[config.mk]
export PLATFORM = sky130hd
export DESIGN_NAME = tgi_lerp
export DESIGN_NICKNAME = d
export VERILOG_FILES = /design/src/hdl/tgi_pkg.sv /design/src/hdl/tgi_lerp.sv
export SDC_FILE = /design/constraint.sdc
export NUM_CORES = 2
export LEC_CHECK = 0
export BUFFER_PORTS_ARGS = -buffer_cell sky130_fd_sc_hd__buf_2
export CAP_MARGIN = 5
export CORE_ASPECT_RATIO = 0.5
export CORE_MARGIN = 5
export CORE_UTILIZATION = 60
export DETAILED_ROUTE_END_ITERATION = 10
export PLACE_DENSITY = 0.87
export SYNTH_ARGS = -nofsm -noshare
export SYNTH_HDL_FRONTEND = slang
export SYNTH_SLANG_ARGS = --single-unit
[constraint.sdc]
create_clock -name clock -period 10.07 [get_ports clock]
set_input_delay 1.007 -clock clock [delete_from_list [all_inputs] [get_ports clock]]
set_output_delay 1.007 -clock clock [all_outputs]
set_load 0.01 [all_outputs]
[src/hdl/tgi_pkg.sv]
// ----------------------------------------------------------------------------
// Trilinear grid interpolator package
// Shared widths, codes, types and helpers for the grid interpolator.
// ----------------------------------------------------------------------------
package tgi_pkg;

   localparam int GRID_N      = 16;               // nodes per axis
   localparam int AXIS_W      = $clog2(GRID_N);   // index width per axis
   localparam int SIZE_W      = 5;
   localparam int VALUE_WIDTH = 32;
   localparam int POS_W       = 32;
   localparam int INV_W       = 32;
   localparam int G_W         = 48;               // grid-space coordinate, Q.16
   localparam int WEIGHT_W    = G_W + 1;          // weight, Q.16, signed
   localparam int N_BANKS     = 8;                // one bank per index parity triple
   localparam int BANK_AW     = 3 * (AXIS_W - 1);
   localparam int BANK_DEPTH  = 1 << BANK_AW;
   localparam int LERP_STAGES = 4;
   localparam int N_STAGES    = 4 + 3 * LERP_STAGES;
   localparam int CSR_AW      = 4;
   localparam int CSR_DW      = 32;

   typedef logic signed [VALUE_WIDTH-1:0] value_type;
   typedef logic signed [WEIGHT_W-1:0]    weight_type;
   typedef logic [LERP_STAGES-1:0]        lerp_adv_type;

   typedef enum logic {
      CMD_WRITE = 1'b0,
      CMD_QUERY = 1'b1
   } cmd_type;

   typedef enum logic [1:0] {
      REG_INV_SPACING = 2'd0,
      REG_SIZE_X      = 2'd1,
      REG_SIZE_Y      = 2'd2,
      REG_SIZE_Z      = 2'd3
   } csr_reg_type;

   // Last usable node index for a size register: zero acts as one,
   // oversize acts as the full grid.
   function automatic logic [AXIS_W-1:0] eff_last(logic [SIZE_W-1:0] sz);
      logic [AXIS_W-1:0] r;
      if (sz == '0) begin
         r = '0;
      end else if (sz > SIZE_W'(GRID_N)) begin
         r = AXIS_W'(GRID_N - 1);
      end else begin
         r = AXIS_W'(sz - 1'b1);
      end
      return r;
   endfunction

endpackage

[src/hdl/tgi_lerp.sv]
// ----------------------------------------------------------------------------
// Pipelined linear blend
// a + floor((b - a) * w / 2^16), saturated, over four register stages.
// ----------------------------------------------------------------------------
module tgi_lerp import tgi_pkg::*; (
   input  logic         clock,
   input  lerp_adv_type adv,
   input  value_type    a_in,
   input  value_type    b_in,
   input  weight_type   w_in,
   output value_type    y_out
);

   localparam int DIFF_W = VALUE_WIDTH + 1;
   localparam int WLO_W  = 25;
   localparam int WHI_W  = WEIGHT_W - WLO_W;
   localparam int PLO_W  = DIFF_W + WLO_W;
   localparam int PHI_W  = DIFF_W + WHI_W;
   localparam int SUM_W  = DIFF_W + WEIGHT_W;
   localparam int Q_W    = SUM_W - 16;
   localparam int QC_W   = DIFF_W + 1;      // clip at 2^DIFF_W, still saturates
   localparam int R_W    = QC_W + 2;

   // stage 1: difference and magnitudes
   logic signed [DIFF_W-1:0] diff;
   logic [DIFF_W-1:0]        dmag_in;
   logic [WEIGHT_W-1:0]      wmag_in;
   value_type                a1_ff;
   logic [DIFF_W-1:0]        dmag_ff;
   logic [WEIGHT_W-1:0]      wmag_ff;
   logic                     neg1_ff;

   assign diff    = $signed({b_in[VALUE_WIDTH-1], b_in}) - $signed({a_in[VALUE_WIDTH-1], a_in});
   assign dmag_in = diff[DIFF_W-1] ? DIFF_W'(-diff) : DIFF_W'(diff);
   assign wmag_in = w_in[WEIGHT_W-1] ? WEIGHT_W'(-w_in) : WEIGHT_W'(w_in);

   always_ff @(posedge clock) begin
      if (adv[0]) begin
         a1_ff   <= a_in;
         dmag_ff <= dmag_in;
         wmag_ff <= wmag_in;
         neg1_ff <= diff[DIFF_W-1] ^ w_in[WEIGHT_W-1];
      end
   end

   // stage 2: two partial products
   value_type        a2_ff;
   logic [PLO_W-1:0] plo_ff;
   logic [PHI_W-1:0] phi_ff;
   logic             neg2_ff;

   always_ff @(posedge clock) begin
      if (adv[1]) begin
         a2_ff   <= a1_ff;
         plo_ff  <= PLO_W'(dmag_ff * wmag_ff[WLO_W-1:0]);
         phi_ff  <= PHI_W'(dmag_ff * wmag_ff[WEIGHT_W-1:WLO_W]);
         neg2_ff <= neg1_ff;
      end
   end

   // stage 3: combine, floor-round the quotient by 2^16, clip
   logic [SUM_W-1:0] sum;
   logic [Q_W-1:0]   q;
   logic [QC_W-1:0]  qc_in;
   value_type        a3_ff;
   logic [QC_W-1:0]  qc_ff;
   logic             neg3_ff;

   always_comb begin
      sum = SUM_W'(plo_ff) + (SUM_W'(phi_ff) << WLO_W);
      q   = sum[SUM_W-1:16] + Q_W'(neg2_ff && (sum[15:0] != '0));
      if (q[Q_W-1:DIFF_W] != '0) begin
         qc_in = QC_W'(1) << DIFF_W;
      end else begin
         qc_in = QC_W'(q[DIFF_W-1:0]);
      end
   end

   always_ff @(posedge clock) begin
      if (adv[2]) begin
         a3_ff   <= a2_ff;
         qc_ff   <= qc_in;
         neg3_ff <= neg2_ff;
      end
   end

   // stage 4: add and saturate
   logic signed [R_W-1:0] qs;
   logic signed [R_W-1:0] r;
   value_type             y_in;
   value_type             y_ff;

   always_comb begin
      qs = neg3_ff ? -$signed({2'b00, qc_ff}) : $signed({2'b00, qc_ff});
      r  = R_W'(a3_ff) + qs;
      if (r > R_W'(signed'({1'b0, {(VALUE_WIDTH-1){1'b1}}}))) begin
         y_in = {1'b0, {(VALUE_WIDTH-1){1'b1}}};
      end else if (r < -R_W'(signed'({1'b0, 1'b1, {(VALUE_WIDTH-1){1'b0}}}))) begin
         y_in = {1'b1, {(VALUE_WIDTH-1){1'b0}}};
      end else begin
         y_in = r[VALUE_WIDTH-1:0];
      end
   end

   always_ff @(posedge clock) begin
      if (adv[3]) begin
         y_ff <= y_in;
      end
   end

   assign y_out = y_ff;

endmodule

==> results_dict.tcl <==
set metrics [dict create \
    fin_hold_ws_ps 418 \
    relSlewSlack 0.0698 \
    start_util 0.607 \
    synth-simple-area-share 0.171 \
    first_iter_violations 5400 \
    num_rows 90 \
    start_kind "flop" \
    setup_violations 0 \
    finalCritPeriodShare 0.907 \
    die_area_sq_um 130000 \
    nets 9735 \
    setup.worst_path.class "flop to flop" \
    synth-compound-area-share 0.0736 \
    ys_seq_elements 362 \
    pin_count 150 \
    synth.area.top_cells "fa_1 38%, edfxtp_1 15%, inv_1 8.2%, ha_1 8.2%, and2_1 7.2%" \
    netlist_area_sq_um 73500 \
    path_clk_slew_ps 70 \
    hp-start "a1_ff[18]" \
    die_h_um 258 \
    overflow 0 \
    finalClockSkew_ps 50.6 \
    vias 56400 \
    die_width_um 505 \
    insertion_delay_ps 660 \
    numPortBuffers 149 \
    worstMarginPinSlew_ps 1400 \
    critPathMostFrequentCell "fa_1" \
    postRouteAntennaNets 0 \
    grt_pass1_wl_mm 329 \
    r2r_start "dmag_ff[13]" \
    cts_tree "yes" \
    via_per_inst 6.00 \
    drt-wirelength-per-cell_um 22.2 \
    antenna_found_initial 29 \
    drtPass1Iterations 6 \
    drive_above_1_share 0.0602 \
    crit_chain "nand2_1, fa_1, inv_1, fa_1, fa_1, fa_1, fa_1, fa_1, inv_1, fa_1, inv_1, ha_1, and2_1, a311oi_1, o21ai_0, a211oi_1, nor2_1, o41a_1, a21oi_1, o31a_1, a21oi_1, a21oi_1, o21ai_0, xnor2_1" \
    fin_cells 9404 \
    totalWireLength_mm 208 \
    mostFrequentLayoutCell "inv_1" \
    slowest_stage "edfxtp_1" \
    synth-async-reset-ratio 0 \
    r2r-end "phi_ff[56]" \
    netlist_instances 7799 \
    grt_setup_unrepaired "no" \
    cp_max_fo 30 \
    final_util 0.638 \
    cts_hold_buf 0 \
    synth_top_family_by_area "adder cells" \
    regToRegSetupSlack_ps 930 \
    synth-seq-area-share 0.148 \
    cap_violations 0 \
    layout_common_cells "1,606 x inv_1, 1,393 x fa_1, 954 x nand2_1" \
    clk_path_buf_depth 3 \
    place_inst 9311 \
    grtUsageTotal 0.324 \
    holdPathStages 0 \
    outcome "complete, no violations" \
    ctsRootBufferMaster "clkbuf_16" \
    n_fill_cell 9080 \
    cts_buffers 39 \
    synthMuxAreaShare 0.00189 \
    drc_errors 0 \
    slew_violations 0 \
    max_freq_mhz 109 \
    yosysTopAreaCellShare 0.379 \
    hold_viol 0 \
    syn_to_final_growth_pct 5.07 \
    cts.sinks 362 \
    ys_types 117 \
    required_ps 10470 \
    synth_xor_area_frac 0.0415 \
    synth_ff_type "edfxtp_1" \
    htreeDepth 2 \
    routabilityCongestion 1.01 \
    yosys_warnings 0 \
    cts_resized 0 \
    r2r_cells 24 \
    avgSynthCellArea_sq_um 9.43 \
    cts_setup_buffers 0 \
    holdPathEnd "a2_ff[18]" \
    grt_pass1_vias 60100 \
    setup_tns_ps 0 \
    synthAdderAreaFrac 0.461 \
    crit_family "adder cells" \
    arrival_ps 9530 \
    hold_path_class "flop to flop" \
    fp.coreArea_sq_um 121000 \
    yosysTopAreaCell "fa_1" \
    path_buf_inv 3 \
    grt_max_degree 86 \
    endpoint_kind "flop" \
    critPathMaxStageDelay_ps 1290 \
    syn-num-nets 9791 \
    synth_edf_count 362 \
    dp_hpwl_mm 166 \
    period_minus_slack_ps 9140 \
]
state kept, by name, indices dropped and copies added (netlist names):
register	flops
phi_ff	57
a2_ff	32
a3_ff	32
y_out	32
dmag_ff	33
neg2_ff	1
plo_ff	58
neg1_ff	1
neg3_ff	1
qc_ff	34
wmag_ff	49
a1_ff	32
worst register-to-register path: stages (launching register included):
cell and delay (ps):
edfxtp_1 1290, nand2_1 190, fa_1 550, inv_1 60
fa_1 520, fa_1 780, fa_1 500, fa_1 490
fa_1 510, inv_1 60, fa_1 480, inv_1 40
ha_1 370, and2_1 190, a311oi_1 280, o21ai_0 180
a211oi_1 550, nor2_1 220, o41a_1 380, a21oi_1 400
o31a_1 260, a21oi_1 70, a21oi_1 210, o21ai_0 140
xnor2_1 140
synthesized netlist by cell type (20+ instances only):
cell / instances
o211ai_1: 25
or3_1: 21
or2_2: 20
ha_1: 481
nand2_1: 954
a21oi_1: 221
o31ai_1: 32
and2_1: 848
a211oi_1: 21
edfxtp_1: 362
or4_1: 26
a31oi_1: 20
clkbuf_1: 345
nand4_1: 44
and3_1: 34
nor4_1: 25
nor3_1: 54
nor3_2: 32
nor2_1: 147
a21o_1: 107
o21a_1: 31
fa_1: 1393
xor2_1: 97
o21ai_0: 152
nor2b_1: 32
xnor2_1: 246
o21bai_1: 32
inv_1: 1606
nand2b_1: 38
nand3_1: 75
area by class of cell:
class	count	area (sq um)	share of cell area
diodes	21	52.6	0.000680
clock buffers	44	995	0.0129
clock inverters	27	392	0.00507
inverters	1608	6040	0.0781
multi-input cells	5453	55100	0.713
flip-flops and latches	362	10900	0.141
well taps	1610	2010	0.0261
repair buffers	279	1780	0.0230
how the worst max path moves through the flow:
stage	end	slack, ps	start	cells after the start
final	phi_ff[56]	930	dmag_ff[13]	24
after global placement	phi_ff[53]	1290	dmag_ff[23]	28
after global routing	phi_ff[56]	570	dmag_ff[13]	28
after floorplan	phi_ff[53]	2280	dmag_ff[19]	30
after CTS	phi_ff[55]	1170	dmag_ff[7]	29
after detailed placement	plo_ff[55]	1190	dmag_ff[17]	28
metal layers:
layer  global-route usage  routed length (um)  vias to the layer above
met5                    0                 354                        -
met4                0.175               12900                       26
met3                0.128               30100                      925
met2                0.496               91100                     3700
met1                0.397               73800                    27800
li1                     -                   -                    24000
cells by family (layout without fill, tap and decap cells):
| group | Yosys count | count (layout) |
|---|---|---|
| AND/OR/NAND/NOR | 2419 | 2419 |
| buffers and inverters | 1984 | 1958 |
| adder cells (fa/ha/maj) | 1874 | 1874 |
| AO/OA/AOI/OAI | 801 | 801 |
| flip-flops | 362 | 362 |
| XOR/XNOR | 346 | 346 |
| multiplexers | 13 | 13 |
| other | 0 | 21 |
through the flow:
step	worst slack, ps	cell area, sq um
5_1_grt	572	77200
3_5_place_dp	1190	75800
6_report	935	77200
3_3_place_gp	1290	75800
4_1_cts	1170	77200
2_1_floorplan	2280	73500
Power is left out: the tool's default activity adds up to more than one toggle a clock period on the data nets, which glitch-free logic cannot reach.
